$ cat config.mk
export PLATFORM = sky130hd
export DESIGN_NAME = ffba_ctrl
export DESIGN_NICKNAME = d
export VERILOG_FILES = /design/src/design/ffba_pkg.sv /design/src/design/ffba_ctrl.sv
export VERILOG_INCLUDE_DIRS = /design/src /design/src/design
export SDC_FILE = /design/constraint.sdc
export NUM_CORES = 1
export LEC_CHECK = 0
export ABC_AREA = 1
export BUFFER_PORTS_ARGS = -buffer_cell sky130_fd_sc_hd__buf_2
export CAP_MARGIN = 20
export CORE_AREA = 2 2 39 41
export DETAILED_ROUTE_END_ITERATION = 8
export DIE_AREA = 0 0 41 43
export PLACE_DENSITY = 0.59
export SLEW_MARGIN = 10
export SYNTH_ARGS = -nofsm -noshare
export SYNTH_HDL_FRONTEND = slang
export SYNTH_SLANG_ARGS = --single-unit
$ cat constraint.sdc
create_clock -name clk -period 2.4 [get_ports clk]
set_input_delay 0.24 -clock clk [delete_from_list [all_inputs] [get_ports clk]]
set_output_delay 0.24 -clock clk [all_outputs]
set_load 0.01 [all_outputs]
$ cat src/design/assert_macros.svh
// Assertion macros shared by the first-fit allocator RTL.
// Included by the modules that carry concurrent assertions; no other dependencies.
`ifndef ASSERT_MACROS_SVH
`define ASSERT_MACROS_SVH

`ifndef SYNTHESIS

// Check that a property holds at every clock edge outside reset
`define AST_PROP(lbl, clk, rstn, prop) \
  lbl: assert property (@(posedge clk) disable iff (!(rstn)) (prop)) \
    else $error("assertion failed");

// Check that a condition never occurs outside reset
`define AST_NEVER(lbl, clk, rstn, cond) \
  lbl: assert property (@(posedge clk) disable iff (!(rstn)) !(cond)) \
    else $error("forbidden condition seen");

`else

`define AST_PROP(lbl, clk, rstn, prop)
`define AST_NEVER(lbl, clk, rstn, cond)

`endif

`endif

$ cat src/design/ffba_pkg.sv
// Package for the first-fit block allocator: widths, defaults, control types.
// Used by the interfaces, the controller, the datapath and the top level.
package ffba_pkg;

  // Default geometry of the managed page and its block table
  localparam int PAGE_BYTES_DEF = 4096;
  localparam int MAX_BLOCKS_DEF = 512;

  // Allocation granule in bytes
  localparam int GRANULE     = 8;
  localparam int GRANULE_LSB = $clog2(GRANULE);

  // Fixed channel field widths
  localparam int FUNC_W = 1;
  localparam int REQ_W  = 13;
  localparam int OFF_W  = 12;

  // Request kinds
  localparam logic [FUNC_W-1:0] FUNC_ALLOC = 1'b0;
  localparam logic [FUNC_W-1:0] FUNC_FREE  = 1'b1;

  // Controller states
  typedef enum logic [1:0] {
    ST_IDLE,
    ST_SCAN,
    ST_SPLIT,
    ST_FINISH
  } fsm_state_t;

  // Commands from controller to datapath
  typedef struct packed {
    logic load;      // latch a new request, restart the scan
    logic issue;     // read the next table entry
    logic wr_mark;   // write the scanned entry back marked free
    logic wr_take;   // write the scanned entry back marked taken
    logic wr_new;    // append the split remainder as a new entry
    logic wr_split;  // shrink the scanned entry to the request, taken
    logic set_res;   // record a successful allocation
    logic set_hit;   // record a free that matched
    logic out_load;  // move the result into the output register
  } cmd_t;

  // Status from datapath to controller
  typedef struct packed {
    logic is_free;   // latched request is a free
    logic bad_size;  // latched allocate size is zero or not granular
    logic rvld;      // read data of a scanned entry is present
    logic fit;       // scanned entry is free and large enough
    logic exact;     // scanned entry is exactly the request size
    logic match;     // scanned entry starts at the free offset
    logic more;      // entries left to read
    logic full;      // table has no spare entry
    logic out_busy;  // output register holds a result not taken this cycle
  } sts_t;

endpackage

$ cat src/design/ffba_ctrl.sv
// Controller state machine of the first-fit allocator: sequences scan, split and result.
// Depends on ffba_pkg and assert_macros.svh; drives the datapath by command struct.
`include "assert_macros.svh"

module ffba_ctrl
  import ffba_pkg::*;
(
  input  logic clk,
  input  logic rst_n,
  input  logic in_valid,
  output logic in_ready,
  input  sts_t sts,
  output cmd_t cmd
);

  fsm_state_t state_r, state_nxt;
  logic       fit_now;
  logic [3:0] wr_cmds;

  // Alloc hit on the entry presented this cycle
  assign fit_now = !sts.is_free && sts.rvld && sts.fit;

  // State register
  always_ff @(posedge clk) begin
    if (!rst_n) begin
      state_r <= ST_IDLE;
    end else begin
      state_r <= state_nxt;
    end
  end

  // Next state
  always_comb begin
    state_nxt = state_r;
    case (state_r)
      ST_IDLE: begin
        if (in_valid) state_nxt = ST_SCAN;
      end
      ST_SCAN: begin
        if (sts.is_free) begin
          if (!sts.rvld && !sts.more) state_nxt = ST_FINISH;
        end else if (sts.bad_size) begin
          state_nxt = ST_FINISH;
        end else if (fit_now) begin
          if (sts.exact || sts.full) state_nxt = ST_FINISH;
          else                       state_nxt = ST_SPLIT;
        end else if (!sts.rvld && !sts.more) begin
          state_nxt = ST_FINISH;
        end
      end
      ST_SPLIT: begin
        state_nxt = ST_FINISH;
      end
      ST_FINISH: begin
        if (!sts.out_busy) state_nxt = ST_IDLE;
      end
      default: state_nxt = ST_IDLE;
    endcase
  end

  // Outputs
  always_comb begin
    cmd      = '0;
    in_ready = 1'b0;
    case (state_r)
      ST_IDLE: begin
        in_ready = 1'b1;
        cmd.load = in_valid;
      end
      ST_SCAN: begin
        if (sts.is_free) begin
          cmd.issue   = sts.more;
          cmd.wr_mark = sts.rvld && sts.match;
          cmd.set_hit = sts.rvld && sts.match;
        end else if (!sts.bad_size) begin
          cmd.issue = sts.more && !fit_now;
          if (fit_now) begin
            cmd.wr_take = sts.exact;
            cmd.set_res = sts.exact;
            cmd.wr_new  = !sts.exact && !sts.full;
          end
        end
      end
      ST_SPLIT: begin
        cmd.wr_split = 1'b1;
        cmd.set_res  = 1'b1;
      end
      ST_FINISH: begin
        cmd.out_load = !sts.out_busy;
      end
      default: ;
    endcase
  end

  assign wr_cmds = {cmd.wr_mark, cmd.wr_take, cmd.wr_new, cmd.wr_split};

  `AST_PROP(one_write_cmd, clk, rst_n, $onehot0(wr_cmds))
  `AST_NEVER(split_when_full, clk, rst_n, cmd.wr_new && sts.full)
  `AST_PROP(split_then_shrink, clk, rst_n, cmd.wr_new |=> cmd.wr_split)

endmodule

# Yosys cells after proc, flatten, opt, wreduce, memory -nomap -nowiden
# Index checks and enable logic that the tools add are counted.
[word_totals] output_inout_bits=10 inputBits=12 elab_cells=46 regBits=2
[op_classes] n_reduce_logical=16 eq_ne=5 muxes=24
[ops] op="2-bit two-way mux" count=9
[ops] op="1-bit two-way mux" count=12
[ops] op="2-bit case mux with 4 select lines" count=1
[ops] op="1-bit zero test" count=7
[ops] op="1-bit logical AND" count=6
[ops] op="2-bit == test, second input constant" count=2
[ops] op="4-bit two-way mux" count=1
[ops] op="2-bit inequality test, second input constant" count=2
[ops] op="2-bit by 1-bit == test with 1-bit output, second input constant" count=1
[ops] op="2-bit zero test" count=1
[ops] op="1-bit case mux with 2 select lines" count=1
[ops] op="2-bit AND reduction" count=1
[ops] op="1-bit logical OR" count=1

# Logic depth before layout (Yosys ltp)
# Gate-level depths: netlist of the first run.
[logic_depth] word_depth=8 ltp_mapped=8 ltp_nobuf=8

# Worst setup path before layout of the first run
# No wires, ideal clock.
[synth_timing] kind="register to output" start="reg with a tool-made name" end="out cmd[7] in the netlist's numbering" path_buffers=0 required_time_ps=2160 setup_slack_ps=1029 path_stages_with_launch=5 arrival_ps=1131 path_cell_list="dfxtp_1 > inv_1 > ha_1 > inv_1 > nor4_1"
[synth_rtl] element="end, declared" line_no="ffba_ctrl.sv:13" source="output cmd_t cmd"

==> results.sh, run 1 <==
export IMPL_cts_root_buf="clkbuf_4"
export IMPL_slew_viol_final=0
export IMPL_layout_drive_gt1_share_pct=40.8
export IMPL_max_freq_mhz=616
export IMPL_routed_via_count=352
export IMPL_maxCapViolCount=0
export IMPL_finalSetupTns_ps=0
export IMPL_globalplace_congestion=0.725
export IMPL_antenna_found_initial=0
export IMPL_fin_crit_sh_pct=67.6
export IMPL_rows=14
export IMPL_antenna_left=0
export IMPL_cts_resized=0
export IMPL_synth_distinct_cells=16
export IMPL_final_common_cell="buf_2"
export IMPL_wl_per_cell_um=7.49
export IMPL_arrival_ps=1380
export IMPL_worstMarginPinSlew_ps=217
export IMPL_worstPathRequired_ps=2160
export IMPL_nets=89
export IMPL_fin_cells=87
export IMPL_synth_fp_nets=64
export IMPL_setup_slack_ps=778
export IMPL_drt_iter0_markers=7
export IMPL_clock_sinks=2
export IMPL_pwr_share_clk_pct=34.1
export IMPL_rsz0062_at_grt="false"
export IMPL_path_class="register to primary output"
export IMPL_seq_area_frac_synth_pct=13.9
export IMPL_grt_first_pass_wirelength_mm=1.07
export IMPL_clock_path_buffers=2
export IMPL_hold_buffers=0
export IMPL_cts_max_level=1
export IMPL_netSwitchingFraction_pct=37.5
export IMPL_dr_pass1_iters=4
export IMPL_hp_class="input port to register"
export IMPL_syn2layout_area_growth_pct=48.7
export IMPL_fin_worst_skew_ps=0.699
export IMPL_yosysWarnings=0
export IMPL_syn_inst=48
export IMPL_final_util_pct=30.9
export IMPL_synth_seq_cells=2
export IMPL_coreArea_mm2=0.00138
export IMPL_grt_max_degree=6
export IMPL_routed_via_density=4.05
export IMPL_r2r_start="state_r[0]"
export IMPL_grt_use_total_pct=9.11
export IMPL_p_seq_share_pct=21.3
export IMPL_io_buffers=21
export IMPL_critPathLaunchType="register"
export IMPL_hold_viol_final=0
export IMPL_crit_top_cell="inv_1"
export IMPL_final_cell_mix="buf_2, inv_1, nand2_1"
export IMPL_min_from="rst_n"
export IMPL_cts_buffers_inserted=3
export IMPL_leakage_nw=0.273
export IMPL_ir_worst_vdd_v=0.000159
export IMPL_pin_count=22
export IMPL_crit_path_max_incr_delay_ps=310
export IMPL_status="complete, no violations"
export IMPL_clk_pin_slew_ps=30
export IMPL_crit_fanout=4
export IMPL_p_sw_uw=80.3
export IMPL_die_area_mm2=0.00176
export IMPL_p_per_area_mw_per_mm2=501
export IMPL_cp_cell_sequence="inv_1 > ha_1 > inv_1 > nor4_1 > buf_2"
export IMPL_start_util_pct=20.8
export IMPL_chipWidth_um=41
export IMPL_cts_setup_buffers=0
export IMPL_slew_headroom_pct=85.4
export IMPL_slowest_stage="dfxtp_1"
export IMPL_clk_latency_ps=220
export IMPL_antenna_cells=0
export IMPL_whs_ps=247
export IMPL_wl_um=652
export IMPL_cts_tree="yes"
export IMPL_die_y_um=43
export IMPL_end_kind="primary output"
export IMPL_avgSynthCellArea_um2=6.00
export IMPL_period_needed_ps=1620
export IMPL_dp_worst_setup_slack_ps=1020
export IMPL_grt_pass1_vias=302
export IMPL_place_inst=84
export IMPL_p_int_uw=134
export IMPL_hpwlAfterDp_um=572
export IMPL_drcViolationCount=0
export IMPL_final_setup_viol_count=0
export IMPL_p_comb_share_pct=44.6
export IMPL_grt_overflow=0
export IMPL_syn_cell_area_um2=288
## power groups by stage
stage | Clock [mW] | Combinational (mW) | Sequential [mW]
after floorplan | 0 | 0.0644 | 0.0448
after global placement | 0 | 0.0961 | 0.0461
after detailed placement | 0 | 0.0966 | 0.0462
after CTS | 0.0770 | 0.0973 | 0.0457
after global routing | 0.0821 | 0.111 | 0.0472
final | 0.0730 | 0.0956 | 0.0457
## area by class of cell
class / instances / area [um2]
Timing Repair Buffer: 21 / 105
Fill cell: 158 / 956
Inverter: 12 / 45.0
Multi-Input combinational cell: 33 / 195
Sequential cell: 2 / 40.0
Tap cell: 16 / 20.0
Clock buffer: 3 / 22.5
## per-layer routing
| layer | wire length, um | vias up | global-route usage, % |
|---|---|---|---|
| met2 | 308 | 15 | 13.4 |
| met3 | 64 | 0 | 4.71 |
| met4 | 0 | 0 | 6.00 |
| met1 | 279 | 147 | 9.55 |
| met5 | 0 | - | 0 |
| li1 | - | 190 | - |
## worst paths after layout
kind                            cells past startpoint         end  slack (ps)
worst min register to register                      2  state_r[0]         510
worst max register to register                      7    register        1110
worst min-delay path                                3  state_r[0]         250
worst max-delay path                                5      cmd[7]         780
## critical path, delay by kind of cell, from the launching register on
| kind | cells | cell delay, ps |
|---|---|---|
| adder cells (fa/ha/maj) | 1 | 210 |
| flip-flops | 1 | 310 |
| AND/OR/NAND/NOR | 1 | 260 |
| buffers and inverters | 3 | 370 |
## Yosys cell counts, drive strengths merged
library cell | instances | area share (%)
nand3 | 1 | 1.7
nand2 | 12 | 17
dfxtp | 2 | 14
ha | 4 | 17
o31ai | 1 | 2.6
nand4 | 1 | 4.3
nor2 | 9 | 14
buf | 1 | 2.6
inv | 12 | 16
a21oi | 2 | 3.5
o21ai | 1 | 1.7
o21a | 1 | 2.6
nor4 | 1 | 2.2
## cells by family after synthesis
group	count (synthesis)	synth area share, %
buffers and inverters	13	18.3
AOI/OAI and AO/OA	5	10.4
adders and majority gates	4	17.4
DFF	2	13.9
and+or+nand+nor	24	40.0
## per-stage QoR
| stage | cell area, um2 | total power [mW] |
|---|---|---|
| 6_report | 428 | 0.214 |
| 4_1_cts | 428 | 0.220 |
| 3_3_place_gp | 405 | 0.142 |
| 5_1_grt | 428 | 0.240 |
| 3_5_place_dp | 405 | 0.143 |
| 2_1_floorplan | 288 | 0.109 |
Power figures use the tool's default switching activity.
==> run 2, diff against run 1 <==
--- a/config.mk
+++ b/config.mk
@@ -6,7 +6,7 @@
 export SDC_FILE = /design/constraint.sdc
 export NUM_CORES = 1
 export LEC_CHECK = 0
-export ABC_AREA = 1
+export ABC_AREA = 0
 export BUFFER_PORTS_ARGS = -buffer_cell sky130_fd_sc_hd__buf_2
 export CAP_MARGIN = 20
 export CORE_AREA = 2 2 39 41
==> constraint.sdc (replaced) <==
create_clock -name clk -period 1.6 [get_ports clk]
set_input_delay 0.16 -clock clk [delete_from_list [all_inputs] [get_ports clk]]
set_output_delay 0.16 -clock clk [all_outputs]
set_load 0.01 [all_outputs]
==> run 2 against run 1 <==
  * Area after synthesis unchanged
  * Combinational power grew 22%
  * Synthesized cell count fell by 33%
  * Final cell count decreased by 17%
  * Core utilization up 1.4 points
  * Largest power group unchanged
  * Sequential share of layout area shrank 0.42 points
  * Via count down 9.1%
  * Register-to-register slack got worse by 860 ps
  * Critical path depth rose by 1
  * Power is 37% higher
==> results.sh, run 2 <==
export IMPL_leakage_nw=0.228
export IMPL_slew_headroom_pct=84.1
export IMPL_antenna_left=0
export IMPL_use_met2_pct=10.6
export IMPL_synthFlopType="dfxtp_1"
export IMPL_synth_largest_area_cell="ha_1"
export IMPL_syn2layout_area_growth_pct=55.7
export IMPL_p_per_area_mw_per_mm2=656
export IMPL_syn_cell_area_um2=288
export IMPL_n_fill_cell=157
export IMPL_crit_fanout=6
export IMPL_gr_usage_met3_pct=1.57
export IMPL_final_common_cell="buf_2"
export IMPL_grt_use_met1_pct=13.8
export IMPL_seq_area_frac_synth_pct=13.9
export IMPL_p_int_uw=198
export IMPL_clock_sinks=2
export IMPL_routed_via_count=320
export IMPL_synth_edf_count=0
export IMPL_nets=74
export IMPL_final_setup_viol_count=0
export IMPL_design_area_um2=448
export IMPL_place_inst=69
export IMPL_rows=14
export IMPL_synth_seq_cells=2
export IMPL_netSwitchingFraction_pct=32.7
export IMPL_p_sw_uw=95.9
export IMPL_place_area_um2=413
export IMPL_slew_viol_final=0
export IMPL_avgSynthCellArea_um2=8.99
export IMPL_p_comb_share_pct=40.0
export IMPL_clk_latency_ps=220
export IMPL_period_needed_ps=1500
export IMPL_clk_pin_slew_ps=30
export IMPL_p_seq_share_pct=22.0
export IMPL_coreArea_mm2=0.00138
export IMPL_hpwlAfterDp_um=563
export IMPL_path_class="register to primary output"
export IMPL_hold_viol_final=0
export IMPL_worstPathRequired_ps=1440
export IMPL_busiest_layer="met1"
export IMPL_max_freq_mhz=668
export IMPL_synthArstFlopShare_pct=0
export IMPL_status="complete, no violations"
export IMPL_slowest_stage="dfxtp_1"
export IMPL_final_cell_mix="buf_2, inv_1, nand2_1, ha_1, clkbuf_4"
export IMPL_fin_worst_skew_ps=1.07
export IMPL_maxCapViolCount=0
export IMPL_fin_cells=72
export IMPL_synthMostInstantiatedCell="ha_1"
export IMPL_start_util_pct=20.8
export IMPL_synth_top_area_share_pct=17.4
export IMPL_yosysWarnings=0
export IMPL_syn_inst=32
export IMPL_cts_buffers_inserted=3
export IMPL_crit_path_max_incr_delay_ps=390
export IMPL_netlist_top_cells_count="ha_1, inv_1, nand2_1, dfxtp_1"
export IMPL_drt_iter0_markers=6
export IMPL_cp_cell_sequence="inv_1 > ha_4 > nand2_1 > nor2_1 > o21a_1 > buf_2"
export IMPL_chipWidth_um=41
export IMPL_cp_top_family="flip-flops"
export IMPL_synth_distinct_cells=24
export IMPL_arrival_ps=1340
export IMPL_cts_max_level=1
export IMPL_ir_worst_vdd_v=0.000217
export IMPL_synth_fp_nets=48
export IMPL_clock_path_buffers=2
export IMPL_hp_class="input port to register"
export IMPL_antenna_cells=0
export IMPL_fin_crit_sh_pct=93.6
export IMPL_end_kind="primary output"
export IMPL_layout_drive_gt1_share_pct=51.8
export IMPL_cts_root_buf="clkbuf_4"
export IMPL_drcViolationCount=0
export IMPL_antenna_found_initial=0
export IMPL_die_y_um=43
export IMPL_pin_count=22
export IMPL_dr_pass1_iters=4
export IMPL_pwr_share_clk_pct=38.0
export IMPL_worst_path_buf_inv=2
export IMPL_cts_tree="yes"
export IMPL_grt_max_degree=7
export IMPL_synthTopCellsByArea="ha_1, dfxtp_1, nand4bb_4"
export IMPL_die_area_mm2=0.00176
export IMPL_grt_use_total_pct=8.94
export IMPL_critPathLaunchType="register"
export IMPL_grt_overflow=0
export IMPL_wl_um=701
export IMPL_routed_via_density=4.44
export IMPL_grt_pass1_vias=268
export IMPL_wl_per_cell_um=9.74
export IMPL_worstMarginPinSlew_ps=238
export IMPL_globalplace_congestion=0.771
export IMPL_io_buffers=21
export IMPL_grt_first_pass_wirelength_mm=1.10
==> run 2: changes by cell type after synthesis, moves of 2 or more <==
cell and change:
nand2_2 -2, inv_1 -8, nand2_1 -7, nor2_1 -7
==> run 2: cells by family (layout without fill, tap and decap cells) <==
logic type	after synthesis	after routing	share of synthesized area, %
adders and majority gates	4	4	17.4
DFF	2	2	13.9
and+or+nand+nor	12	12	32.2
buffers and inverters	4	28	6.52
AOI/OAI and AO/OA	10	10	30.0
==> run 2: through the flow <==
step                hold slack, ps  utilization, %  setup WS [ps]  power [mW]  setup TNS [ps]
finish                         166            32.4            103       0.294               0
global route                   171            32.4          -5.19       0.320           -5.19
CTS                            159            31.5           21.1       0.293               0
detailed placement             396            29.8            268       0.176               0
global placement               396            29.8            278       0.174               0
floorplan                      269               -            286       0.129               0
==> run 2: area by class of cell <==
| cell class | count | area [um2] | share of cell area, % |
|---|---|---|---|
| Clock buffer | 3 | 22.5 | 5.03 |
| Inverter | 3 | 11.3 | 2.51 |
| Multi-Input combinational cell | 26 | 241 | 53.9 |
| Sequential cell | 2 | 40.0 | 8.94 |
| Tap cell | 16 | 20.0 | 4.47 |
| Timing Repair Buffer | 22 | 113 | 25.1 |
==> run 2: what timing repair did <==
| action | 4_1_cts | 5_1_grt |
|---|---|---|
| hold buffers | 0 | 0 |
| endpoints found under the setup margin | 0 | 5 |
| resized for setup | 0 | 2 |
| buffers inserted | 0 | 0 |
==> run 2: tightest hold or removal path, cell delays in order <==
cell     delay [ps]
buf_2           110
inv_1            40
a31oi_1          30
==> run 2: worst paths after layout <==
kind	start	end	slack [ps]	cells past startpoint
worst max-delay path	register	cmd[2]	100	6
worst min-delay path	rst_n	state_r[0]	170	3
worst max register to register	state_r[0]	register	250	5
worst min register to register	state_r[0]	state_r[0]	580	2
==> run 2: power by group through the flow <==
stage	Clock, mW	Sequential, mW	Combinational (mW)
after global routing	0.122	0.0653	0.133
after CTS	0.117	0.0625	0.113
after floorplan	0	0.0639	0.0649
final	0.112	0.0646	0.117
after detailed placement	0	0.0633	0.113
after global placement	0	0.0631	0.111
==> run 2: layer usage <==
| metal | wire [um] | share of wire (%) | up-vias |
|---|---|---|---|
| met5 | 0 | 0 | - |
| met4 | 0 | 0 | 0 |
| met3 | 45 | 6.4 | 0 |
| met2 | 342 | 49 | 12 |
| met1 | 313 | 45 | 139 |
| li1 | - | - | 169 |
==> run 3, diff against run 2 <==
--- a/config.mk
+++ b/config.mk
@@ -12,6 +12,7 @@
 export CORE_AREA = 2 2 39 41
 export DETAILED_ROUTE_END_ITERATION = 8
 export DIE_AREA = 0 0 41 43
+export MAX_ROUTING_LAYER = met4
 export PLACE_DENSITY = 0.59
 export SLEW_MARGIN = 10
 export SYNTH_ARGS = -nofsm -noshare
==> constraint.sdc (replaced) <==
create_clock -name clk -period 1.6 [get_ports clk]
set_input_delay 0.32 -clock clk [delete_from_list [all_inputs] [get_ports clk]]
set_output_delay 0.32 -clock clk [all_outputs]
set_load 0.01 [all_outputs]
==> run 3 against run 2 <==
  * Maximum frequency decreased by 2.6%
  * Clock skew is essentially flat
  * Sequential share of layout area increased by 1.2 points
  * Power up 2.8%
  * Worst hold slack improved by 150 ps
  * Highest routed layer is now met4
  * Wire length rose by 7.8%
  * Sequential cell count unchanged
==> results.sh, run 3 (same netlist as run 2, synthesis figures left out) <==
export IMPL_dp_worst_setup_slack_ps=127
export IMPL_wl_met3_um=43
export IMPL_fin_total_pwr_uw=302
export IMPL_n_fill_cell=147
export IMPL_cts_max_level=1
export IMPL_clock_path_buffers=2
export IMPL_routed_via_density=4.74
export IMPL_syn2layout_area_growth_pct=62.2
export IMPL_die_y_um=43
export IMPL_rows=14
export IMPL_fin_crit_sh_pct=96.0
export IMPL_nets=74
export IMPL_leakage_nw=0.229
export IMPL_io_buffers=21
export IMPL_routed_wl_met2_um=397
export IMPL_met1_length_um=304
export IMPL_slew_headroom_pct=84.6
export IMPL_arrival_ps=1220
export IMPL_place_inst=69
export IMPL_status="complete, no violations"
export IMPL_antenna_found_initial=0
export IMPL_whs_ps=317
export IMPL_grt_use_total_pct=11.0
export IMPL_cts_root_buf="clkbuf_4"
export IMPL_grt_first_pass_wirelength_mm=1.17
export IMPL_critPathLaunchType="register"
export IMPL_hpwlAfterDp_um=611
export IMPL_r2r_cells=5
export IMPL_grt_overflow=0
export IMPL_seqCellArea_um2=47.5
export IMPL_drt_iter0_markers=2
export IMPL_fin_cells=72
export IMPL_antenna_cells=0
export IMPL_clk_latency_ps=230
export IMPL_p_per_area_mw_per_mm2=647
export IMPL_hp_class="input port to register"
export IMPL_grt_pass1_vias=290
export IMPL_design_area_um2=467
export IMPL_whs_path_depth=3
export IMPL_worstPathRequired_ps=1280
export IMPL_worstMarginPinSlew_ps=231
export IMPL_drcViolationCount=0
export IMPL_top_layer="met4"
export IMPL_start_util_pct=20.8
export IMPL_period_needed_ps=1540
export IMPL_max_freq_mhz=651
export IMPL_wl_um=756
export IMPL_layout_drive_gt1_share_pct=62.5
export IMPL_routed_via_count=341
export IMPL_clock_sinks=2
export IMPL_final_common_cell="buf_2"
export IMPL_pin_count=22
export IMPL_end_kind="primary output"
export IMPL_maxCapViolCount=0
export IMPL_final_cell_mix="buf_2, nand2_1, clkbuf_4"
export IMPL_ir_worst_vdd_v=0.000204
export IMPL_coreArea_mm2=0.00138
export IMPL_path_class="register to primary output"
export IMPL_grt_max_degree=7
export IMPL_hold_viol_final=0
export IMPL_globalplace_congestion=0.742
export IMPL_hold_buffers=0
export IMPL_die_area_mm2=0.00176
export IMPL_final_setup_viol_count=0
export IMPL_wl_per_cell_um=10.5
export IMPL_cts_tree="yes"
export IMPL_chipWidth_um=41
export IMPL_clk_pin_slew_ps=30
export IMPL_crit_fanout=6
export IMPL_fin_worst_skew_ps=1.11
export IMPL_setup_slack_ps=63.4
export IMPL_multi_input_area_um2=253
export IMPL_dr_pass1_iters=4
export IMPL_cts_buffers_inserted=3
export IMPL_place_area_um2=413
export IMPL_antenna_left=0
export IMPL_slew_viol_final=0
==> run 3: final cells by class <==
cell class | count | area share, %
inverters | 3 | 2.41
multi-input cells | 26 | 54.2
well taps | 16 | 4.29
flip-flops and latches | 2 | 10.2
clock buffers | 3 | 4.83
repair buffers | 22 | 24.1
==> run 3: stage by stage <==
step           util (%)  setup TNS, ps
2_1_floorplan         -              0
3_3_place_gp       29.8              0
3_5_place_dp       29.8              0
4_1_cts            32.5              0
5_1_grt            33.7          -2.46
6_report           33.7              0
==> run 3: worst paths after layout <==
kind	start	endpoint	slack, ps
hold reg to reg	state_r[0]	state_r[0]	530
setup reg to reg	state_r[0]	register	330
hold / removal	rst_n	state_r[0]	320
setup / recovery	register	cmd[2]	60
==> run 3: worst max-delay path: stages (launching register included) <==
cell and delay (ps):
dfxtp_4 360, inv_2 60, ha_4 170, nand2_1 80
nor2_2 40, o21a_1 150, buf_2 130
==> run 3: timing repair <==
action	4_1_cts	5_1_grt
gates resized for setup	4	6
gates cloned	0	0
buffers inserted	0	0
setup endpoints to repair	5	4
==> run 3: layer usage <==
layer	up-vias	GRT usage [%]
met5	-	-
met4	0	12.0
met3	2	3.14
met2	11	12.8
met1	157	13.4
li1	171	-
==> run 3: report_power, final <==
part	switching (mW)	total [mW]	leakage, nW	internal [mW]
Clock	0.0325	0.116	0.0138	0.0830
Combinational	0.0596	0.122	0.197	0.0619
Sequential	0.00880	0.0650	0.0178	0.0562
